==> config.mk <==
export PLATFORM = sky130hd
export DESIGN_NAME = bba_regs
export DESIGN_NICKNAME = d
export VERILOG_FILES = /design/src/hdl/bba_pkg.sv /design/src/hdl/bba_regs.sv
export SDC_FILE = /design/constraint.sdc
export NUM_CORES = 1
export LEC_CHECK = 0
export ABC_AREA = 1
export ABC_CLOCK_PERIOD_IN_PS = 1400
export CORE_ASPECT_RATIO = 1.2
export CORE_MARGIN = 2
export CORE_UTILIZATION = 31
export DETAILED_ROUTE_END_ITERATION = 10
export DONT_BUFFER_PORTS = 1
export GPL_ROUTABILITY_DRIVEN = 0
export PLACE_DENSITY = 0.53
export SKIP_LAST_GASP = 1
export SYNTH_ARGS = -nofsm -noshare
export SYNTH_HDL_FRONTEND = slang
export SYNTH_SLANG_ARGS = --single-unit
==> constraint.sdc <==
create_clock -name clk -period 1.4 [get_ports clk]
set_input_delay 0.14 -clock clk [delete_from_list [all_inputs] [get_ports clk]]
set_output_delay 0.14 -clock clk [all_outputs]
set_load 0.005 [all_outputs]
==> src/hdl/bba_pkg.sv <==
// Shared types, constants and codes for the bitmap block allocator.
// Depends on nothing; every other file of the block but bba_map_ram imports it.

package bba_pkg;

  // Bitmap geometry. WORD_BITS must be a power of two.
  localparam int MAP_BITS  = 4096;
  localparam int WORD_BITS = 32;
  localparam int MAP_WORDS = (MAP_BITS + WORD_BITS - 1) / WORD_BITS;

  localparam int BIT_W   = $clog2(WORD_BITS);
  localparam int WADDR_W = (MAP_WORDS > 1) ? $clog2(MAP_WORDS) : 1;
  localparam int IDX_W   = $clog2(MAP_BITS);
  localparam int NW      = $clog2(MAP_BITS + 1);

  localparam int ID_W     = 16;
  localparam int PADDR_W  = 3;
  localparam int PDATA_W  = 32;

  localparam logic [ID_W-1:0] BASE_RESET = 16'd0;
  localparam logic [ID_W-1:0] END_RESET  = 16'd4096;

  // Request operations.
  typedef enum logic [1:0] {
    OP_FIND  = 2'd0,
    OP_MARK  = 2'd1,
    OP_FREE  = 2'd2,
    OP_TEST  = 2'd3
  } op_e;

  // Result status codes.
  typedef enum logic [1:0] {
    ST_OK        = 2'd0,
    ST_NONE_FREE = 2'd1,
    ST_RANGE     = 2'd2
  } status_e;

  // Configuration register indexes.
  typedef enum logic [0:0] {
    REG_BASE = 1'b0,
    REG_END  = 1'b1
  } reg_idx_e;

  // Configuration values seen by the controller.
  typedef struct packed {
    logic [ID_W-1:0] base_block;
    logic [ID_W-1:0] block_end;
  } cfg_t;

endpackage

==> src/hdl/bba_regs.sv <==
// APB-style configuration registers for the allocator window.
// Depends on bba_pkg for the register indexes and the cfg_t struct.

module bba_regs (
  input  logic                        clk,
  input  logic                        rst,
  input  logic                        psel,
  input  logic                        penable,
  input  logic                        pwrite,
  input  logic [bba_pkg::PADDR_W-1:0] paddr,
  input  logic [bba_pkg::PDATA_W-1:0] pwdata,
  output logic [bba_pkg::PDATA_W-1:0] prdata,
  output logic                        pready,
  output bba_pkg::cfg_t               cfg
);
  import bba_pkg::*;

  logic     wr_en;
  reg_idx_e reg_idx;

  assign pready  = 1'b1;
  assign wr_en   = psel && penable && pwrite;
  assign reg_idx = reg_idx_e'(paddr[2]);

  // Register writes.
  always_ff @(posedge clk) begin
    if (rst) begin
      cfg.base_block <= BASE_RESET;
      cfg.block_end  <= END_RESET;
    end else if (wr_en) begin
      unique case (reg_idx)
        REG_BASE: cfg.base_block <= pwdata[ID_W-1:0];
        REG_END:  cfg.block_end  <= pwdata[ID_W-1:0];
        default:  ;
      endcase
    end
  end

  // Register reads.
  always_comb begin
    prdata = '0;
    unique case (reg_idx)
      REG_BASE: prdata = PDATA_W'(cfg.base_block);
      REG_END:  prdata = PDATA_W'(cfg.block_end);
      default:  prdata = '0;
    endcase
  end

endmodule

==> qor.txt, run 1 <==
Status - complete, no violations
Sequential-to-total area share from yosys stat - 0.370
Critical Path Start Type - flip-flop
Crit path kind - flip-flop to primary output
Average wire per standard cell - 12.5 um
Initial antenna violation count - 0
Most common cell after layout, fill and taps aside - nand2_1
Largest Register - cfg
Number of synthesized register bits - 32
Min Tclk post-route - 0.997 ns
Synth-to-Final Area Change - 0.940%
Netlist Area Pre-Place - 1730 um2
Placed inst area - 1640 um2
RSZ-0062 raised after global routing - false
Post-cts resize count - 0
Row cnt - 29
Non-Filler Instances - 320
Max reg flops - 32
Crit path largest cell delay - 0.39 ns
Final #Nets - 298
Buf/Inv on CP - 0
Fillers - 628
Final period util - 0.712
Setup Buffers After CTS - 0
Chip width - 72.2 um
Regs by FF count - cfg x32
PD cells - 1090 nW/um2
Hold slack - 0.0549 ns
Final hold vios - 0
Cts bufs inserted - 5
Synth warn - 0
Final setup TNS - 0 ns
Layout cell share with drive strength beyond 1 - 0.0543
Clock sink total - 32
Crit-path leading delay family - flip-flops
H-tree levels - 2
Post-synthesis cell type count - 17
Crit Path Max Fanout - 3
HPWL after detailed placement - 2530 um
Die height - 85.9 um
Maximum vdd drop - 0.000428 V
Critical-path top delay cell - dfxtp_1
Hold Buf Count CTS - 1
IO Count - 105
Vias - 1,436
Clock Path Buffers - 2
Top cell by count, worst path - nand2_1
First-pass GRT wire length - 6420 um
Port Buf Inserts - 0
Total grt overflow - 0
Routed vias/inst - 4.49
Critical Path RT - 1.26 ns
Skew final - 0 ns
TritonCTS clock tree - built
Hold WC Path Type - input pin to flip-flop
FMAX - 1000 MHz
Diodes inserted - 0
Max-slew violations - 0
Worst Path Arrival - 0.86 ns
DP Cell Count - 312
LEAKAGE - 0.865 nW
Clock root buffer - clkbuf_8
Cell breakdown of the critical path - nand2_1, nand2_1
Max Cap Violations - 0
Core area - 5330 um2
Effective utilization at floorplan - 0.325
Clock Latency Late Sink - 0.27 ns
Die area - 6200 um2
Post-Syn Instances - 265
Reg clk slew, reported paths - 0.07 ns
Overall Global Routing Usage - 0.135
Final Setup Violations - 0
Initial DRC count - 50
Commonest non-fill, non-tap cells in the layout - 81 x nand2_1, 62 x nor2_1, 32 x nand3_1, 32 x dfxtp_1, 18 x inv_1
Crit. End Element - primary output
Drc violations - 0
Final wirelength - 4000 um
1st-pass router iterations - 4
Vias in the first global route - 1,315
Largest net degree at the start of global routing - 35
Finished Cell Area - 1750 um2
Post-route ant nets - 0
Avg Inst Size Synth - 6.53 um2
==> cells in the mapped netlist (all sizes together) <==
| master | instances | area, um2 |
|---|---|---|
| buf | 29 | 228 |
| clkbuf | 3 | 11.3 |
| conb | 2 | 7.51 |
| dfxtp | 32 | 641 |
| inv | 19 | 73.8 |
| nand2 | 81 | 304 |
| nand3 | 33 | 178 |
| nor2 | 65 | 284 |
| o21ai | 1 | 5.00 |
==> layer usage <==
| metal | GRT usage | vias to the layer above | part of all wire |
|---|---|---|---|
| met1 | 0.165 | 627 | 0.47 |
| met4 | 0.0463 | 0 | 0.0060 |
| met5 | 0 | - | 0 |
| li1 | - | 747 | - |
| met3 | 0.0541 | 2 | 0.071 |
| met2 | 0.214 | 60 | 0.46 |
==> path summary, 6_finish.rpt <==
path | cells after the start | slack (ns) | to | from
worst max-delay path | 2 | 0.40 | prdata[13] | cfg[29]
worst min-delay path | 3 | 0.05 | cfg[11] | paddr[2]
worst max register to register | 2 | 0.79 | cfg[12] | cfg[12]
worst min register to register | 2 | 0.52 | cfg[9] | cfg[9]
==> worst min-delay path: cells and delay by family <==
family,cells,cell delay (ns)
AND/OR/NAND/NOR,3,0.15
==> layout make-up <==
cell class	instances	area (um2)	area share
multi-input cells	197	835	0.477
flip-flops and latches	32	641	0.366
clock buffers	7	96.3	0.0551
well taps	62	77.6	0.0444
inverters	19	73.8	0.0422
repair buffers	3	25.0	0.0143
==> logic make-up (layout without fill, tap and decap cells) <==
family                 after synthesis  count (layout)  synth area share
buffers and inverters               51              29             0.181
AO/OA/AOI/OAI                        1               1           0.00289
AND/OR/NAND/NOR                    179             179             0.442
other                                2              17           0.00434
flip-flops                          32              32             0.370
==> report_power, final <==
group	total (W)	switching [W]	leakage (nW)	internal (W)
combinational	0.000182	0.000125	0.555	0.0000568
sequential	0.000974	0.0000309	0.260	0.000943
clock	0.000755	0.000317	0.0503	0.000437
==> per-stage QoR <==
| stage | power (W) | worst slack, ns | util |
|---|---|---|---|
| after floorplan | 0.00120 | 0.539 | - |
| after CTS | 0.00196 | 0.365 | 0.328 |
| after global routing | 0.00203 | 0.333 | 0.328 |
| final | 0.00191 | 0.403 | 0.328 |
| after detailed placement | 0.00118 | 0.460 | 0.308 |
| after global placement | 0.00117 | 0.454 | 0.308 |
No activity file was read; power rests on OpenSTA's default activity.
==> run 2, diff against run 1 <==
--- a/config.mk
+++ b/config.mk
@@ -6,7 +6,7 @@
 export NUM_CORES = 1
 export LEC_CHECK = 0
 export ABC_AREA = 1
-export ABC_CLOCK_PERIOD_IN_PS = 1400
+export ABC_CLOCK_PERIOD_IN_PS = 1000
 export CORE_ASPECT_RATIO = 1.2
 export CORE_MARGIN = 2
 export CORE_UTILIZATION = 31
==> constraint.sdc (replaced) <==
create_clock -name clk -period 1 [get_ports clk]
set_input_delay 0.1 -clock clk [delete_from_list [all_inputs] [get_ports clk]]
set_output_delay 0.1 -clock clk [all_outputs]
set_load 0.005 [all_outputs]
==> run 2 against run 1 <==
Die area stayed put. Register-to-register slack got worse by 0.40 ns. Hold slack got worse by 0.044 ns. Clock power is 32% higher.
==> qor.txt, run 2 (same netlist as run 1, synthesis figures left out) <==
Placed inst area - 1690 um2 (+2.7%)
Endpoint, Worst Hold - cfg[3]
Hold path start - paddr[2]
First-pass GRT wire length - 6440 um (+0.22%)
Met1 Resource Use GR - 0.151 (-0.0145)
Drc violations - 0 (unchanged)
Effective utilization at floorplan - 0.325 (unchanged)
Final hold vios - 0 (unchanged)
Hold WC Path Type - input pin to flip-flop
PD cells - 1470 nW/um2 (+35%)
Worst Path Arrival - 0.81 ns (-0.05 ns)
Clock sink total - 32 (unchanged)
RSZ-0062 raised after global routing - false
Total grt overflow - 0 (unchanged)
Overall Power - 0.00264 W (+38%)
Crit Path Max Fanout - 3 (unchanged)
Critical Path RT - 0.90 ns (-0.36 ns)
Initial antenna violation count - 0 (unchanged)
Port Buf Inserts - 0 (unchanged)
Crit path kind - flip-flop to primary output
Final setup TNS - 0 ns (unchanged)
1st-pass router iterations - 4 (unchanged)
Worst R2R Start - cfg[21]
Row cnt - 29 (unchanged)
Met2 Track Usage GR - 0.236 (+0.0217)
Crit. End Element - primary output
Largest Register - cfg
Finished Cell Area - 1800 um2 (+2.9%)
Clock root buffer - clkbuf_8
Die area - 6200 um2 (unchanged)
H-tree levels - 2 (unchanged)
Post-route ant nets - 0 (unchanged)
Final Setup Violations - 0 (unchanged)
Max-slew violations - 0 (unchanged)
HPWL after detailed placement - 2580 um (+2.0%)
Critical Path Start Type - flip-flop
Layout cell share with drive strength beyond 1 - 0.0575 (+0.00321)
Diodes inserted - 0 (unchanged)
Maximum vdd drop - 0.000708 V (+65%)
Final #Nets - 300 (+0.67%)
Final wirelength - 3980 um (-0.45%)
Routed vias/inst - 4.44 (-1.1%)
Skew final - 0 ns (unchanged)
Worst-case reg-to-reg path depth - 2 (unchanged)
Reg clk slew, reported paths - 0.07 ns (about the same)
Overall Global Routing Usage - 0.136 (+0.000484)
Cts bufs inserted - 5 (unchanged)
LEAKAGE - 0.882 nW (+2.0%)
Most common cell after layout, fill and taps aside - nand2_1
Initial DRC count - 68 (+36%)
Average wire per standard cell - 12.3 um (-1.4%)
Core area - 5330 um2 (unchanged)
Clock Latency Late Sink - 0.27 ns (about the same)
Synth-to-Final Area Change - 3.83%
Min Tclk post-route - 0.915 ns
Max Cap Violations - 0 (unchanged)
Largest net degree at the start of global routing - 33 (-5.7%)
Regs by FF count - cfg x32
Worst R2R End - cfg[21]
Chip width - 72.2 um (unchanged)
Reg2reg setup slack - 0.39 ns (-0.40 ns)
FMAX - 1090 MHz
Clock Path Buffers - 2 (unchanged)
Status - complete, no violations
IO Count - 105 (unchanged)
Setup Buffers After CTS - 0 (unchanged)
Vias in the first global route - 1,339 (+1.8%)
Commonest non-fill, non-tap cells in the layout - 81 x nand2_1, 62 x nor2_1, 32 x nand3_1
Final period util - 0.915
Hold path cells - 3 (unchanged)
Die height - 85.9 um (unchanged)
Vias - 1,433 (-0.21%)
Grt met3 use - 0.0529 (-0.00118)
Max reg flops - 32 (unchanged)
TritonCTS clock tree - built
Grt peak-use layer - met2
run 2: cell types whose count changed in the layout (fill, tap and decap cells not counted), sizes merged:
| cell | before | now |
|---|---|---|
| clkbuf | 7 | 8 |
| buf | 2 | 3 |
| dlygate4sd3 | 1 | 2 |
run 2: critical path: stages, from the launching register on:
cell and delay (ns):
dfxtp_2 0.36, nand2_1 0.08, nand2_1 0.10
run 2: worst max path at each step:
stage	slack, ns	cells past startpoint	to	start
CTS	0.006	2	prdata[13]	cfg[29]
finish	0.09	2	prdata[13]	cfg[29]
global route	0.009	2	prdata[4]	cfg[4]
global placement	0.19	5	cfg[19]	paddr[2]
floorplan	0.18	5	cfg[12]	paddr[2]
detailed placement	0.19	5	cfg[16]	paddr[2]
run 2: metal layers:
layer	routed length [um]	vias up
li1	-	755
met1	1650	619
met2	1980	57
met3	318	2
met4	24	0
met5	0	-
run 2: cell type report:
type                            count  area (um2)
Clock buffer                        8        90.1
Fill cell                         603        3540
Inverter                           19        73.8
Multi-Input combinational cell    197         835
Sequential cell                    32         642
Tap cell                           62        77.6
Timing Repair Buffer                5        80.1
run 2: power breakdown:
part	total (W)	leakage [nW]	switching, W	internal, W
clock network	0.00100	0.0455	0.000441	0.000561
registers	0.00136	0.261	0.0000431	0.00132
logic	0.000279	0.576	0.000179	0.0000996
total	0.00264	0.882	0.000663	0.00198
run 2: metrics by stage:
step                      std cells   util  hold WS (ns)  setup slack [ns]
after floorplan                 280      -         0.226             0.179
after global placement          313  0.316         0.231             0.188
after detailed placement        313  0.316         0.245             0.190
after CTS                       323  0.337       0.00120           0.00616
after global routing            323  0.337       0.00569           0.00896
final                           323  0.337        0.0111            0.0851
run 2: what timing repair did:
action / CTS / global route
endpoints found under the setup margin: 0 / 1
hold endpoints to repair: 4 / 0
hold buffers: 2 / 0
resized for setup: 0 / 1
==> run 3, diff against run 2 <==
--- a/config.mk
+++ b/config.mk
@@ -14,6 +14,7 @@
 export DONT_BUFFER_PORTS = 1
 export GPL_ROUTABILITY_DRIVEN = 0
 export PLACE_DENSITY = 0.53
+export SETUP_SLACK_MARGIN = 0.1
 export SKIP_LAST_GASP = 1
 export SYNTH_ARGS = -nofsm -noshare
 export SYNTH_HDL_FRONTEND = slang
==> run 3 against run 2 <==
The run now ends with hold timing left. Register-to-register slack is essentially flat. First-iteration DRC count rose by 7.4%. Clock power hardly changed. Fmax increased by 3.8%. Non-clock buffer count shrank 1. Clock skew unchanged. Core utilization up 0.70 points. Setup slack better by 0.033 ns. Sequential power barely moved. Largest power group unchanged. Highest routed layer unchanged. Critical path depth did not move.
==> qor.txt, run 3 (same netlist as run 1, synthesis figures left out) <==
Status - finished with violations
Failing checks - hold timing
Vias - 1,439 (+0.42%)
Initial DRC count - 73 (+7.4%)
Finished Cell Area - 1840 um2 (+2.1%)
Row cnt - 29 (unchanged)
Cts bufs inserted - 5 (unchanged)
Commonest non-fill, non-tap cells in the layout - 79 x nand2_1, 62 x nor2_1, 32 x nand3_1
FMAX - 1130 MHz (+3.8%)
Critical Path Start Type - flip-flop
Worst R2R End - cfg[12]
Synth-to-Final Area Change - 6.00%
1st-pass router iterations - 4 (unchanged)
Chip width - 72.2 um (unchanged)
Initial antenna violation count - 0 (unchanged)
Drc violations - 0 (unchanged)
Final setup TNS - 0 ns (unchanged)
Endpoint, Worst Hold - cfg[2]
Clock root buffer - clkbuf_8
Final hold vios - 1 (+1)
Diodes inserted - 0 (unchanged)
Top cell by count, worst path - nand2_2
Die area - 6200 um2 (unchanged)
Max-slew violations - 0 (unchanged)
Final period util - 0.882 (-0.0331)
Port Buf Inserts - 0 (unchanged)
Largest net degree at the start of global routing - 34 (+3.0%)
Critical Path RT - 0.90 ns (about the same)
Overall Global Routing Usage - 0.136 (+0.000242)
Final wirelength - 4020 um (+0.98%)
Worst-case reg-to-reg path depth - 2 (unchanged)
Skew final - 0 ns (unchanged)
Hold path cells - 3 (unchanged)
Crit path largest cell delay - 0.37 ns (about the same)
Worst R2R Start - cfg[12]
Final Setup Violations - 0 (unchanged)
Fillers - 597 (-1.0%)
Overall Power - 0.00265 W (+0.28%)
Clock sink total - 32 (unchanged)
Hold path start - paddr[2]
Most common cell after layout, fill and taps aside - nand2_1
Clock Latency Late Sink - 0.28 ns (about the same)
Effective utilization at floorplan - 0.325 (unchanged)
Layout cell share with drive strength beyond 1 - 0.181 (+0.123)
Critical-path top delay cell - dfxtp_4
Crit-path leading delay family - flip-flops
Core area - 5330 um2 (unchanged)
Total grt overflow - 0 (unchanged)
IO Count - 105 (unchanged)
Crit. End Element - primary output
HPWL after detailed placement - 2580 um (unchanged)
Hold slack - -0.000527 ns (-0.0116 ns)
Crit Path Max Fanout - 3 (unchanged)
TritonCTS clock tree - built
LEAKAGE - 0.892 nW (+1.1%)
Max Cap Violations - 0 (unchanged)
PD cells - 1440 nW/um2 (-1.8%)
Setup Buffers After CTS - 0 (unchanged)
Maximum vdd drop - 0.000707 V (-0.17%)
Placed inst area - 1690 um2 (unchanged)
Vias in the first global route - 1,336 (-0.22%)
Hold WC Path Type - input pin to flip-flop
Buf/Inv on CP - 0 (unchanged)
Final #Nets - 299 (-0.33%)
RSZ-0062 raised after global routing - true
Clock Path Buffers - 2 (unchanged)
First-pass GRT wire length - 6450 um (+0.22%)
Average wire per standard cell - 12.5 um (+1.3%)
Post-route ant nets - 0 (unchanged)
Max reg flops - 32 (unchanged)
H-tree levels - 2 (unchanged)
Routed vias/inst - 4.47 (+0.73%)
Reg clk slew, reported paths - 0.06 ns (about the same)
Min Tclk post-route - 0.882 ns (-0.0331 ns)
Reg2reg setup slack - 0.40 ns (about the same)
Largest Register - cfg
Crit path kind - flip-flop to primary output
Cell breakdown of the critical path - nand2_2, nand2_2
Regs by FF count - cfg x32
Worst Path Arrival - 0.78 ns (-0.03 ns)
Die height - 85.9 um (unchanged)
run 3: final cells by class:
type	instances	area, um2	area share
clock buffers	8	90.1	0.0491
inverters	19	73.8	0.0402
multi-input cells	197	840	0.457
flip-flops and latches	32	684	0.373
well taps	62	77.6	0.0423
repair buffers	4	70.1	0.0382
run 3: how the worst max path moves through the flow:
stage	from	end	slack, ns	depth (start not counted)
after global routing	cfg[27]	prdata[11]	0.07	2
after CTS	cfg[29]	prdata[13]	0.08	2
after detailed placement	paddr[2]	cfg[16]	0.19	5
after floorplan	paddr[2]	cfg[12]	0.18	5
final	cfg[29]	prdata[13]	0.12	2
after global placement	paddr[2]	cfg[19]	0.19	5
run 3: stage by stage:
stage / instances / setup slack, ns / utilization
floorplan: 280 / 0.179 / -
global placement: 313 / 0.188 / 0.316
detailed placement: 313 / 0.190 / 0.316
CTS: 322 / 0.0828 / 0.342
global route: 322 / 0.0732 / 0.344
finish: 322 / 0.118 / 0.344
run 3: worst min-delay path, delay by kind of cell:
family	cells	cell delay, ns
AND/OR/NAND/NOR	3	0.14
run 3: repair_timing:
action | in CTS | in global routing
setup endpoints to repair | 16 | 15
hold endpoints to repair | 9 | 0
pin swaps | 1 | 8
hold buffers | 1 | 0
resized for setup | 26 | 9
cloned | 0 | 0
run 3: metal layers:
| metal | part of all wire | vias to the layer above | GRT usage |
|---|---|---|---|
| li1 | - | 751 | - |
| met1 | 0.42 | 625 | 0.154 |
| met2 | 0.49 | 58 | 0.234 |
| met3 | 0.081 | 5 | 0.0529 |
| met4 | 0.014 | 0 | 0.0412 |
| met5 | 0 | - | 0 |
run 3: power by group:
group          leakage [nW]  internal [W]  total, W  switching (W)
logic                 0.572     0.0000977  0.000277       0.000179
registers             0.274       0.00133   0.00137      0.0000434
clock network        0.0455      0.000561   0.00101       0.000445
total                 0.892       0.00198   0.00265       0.000668
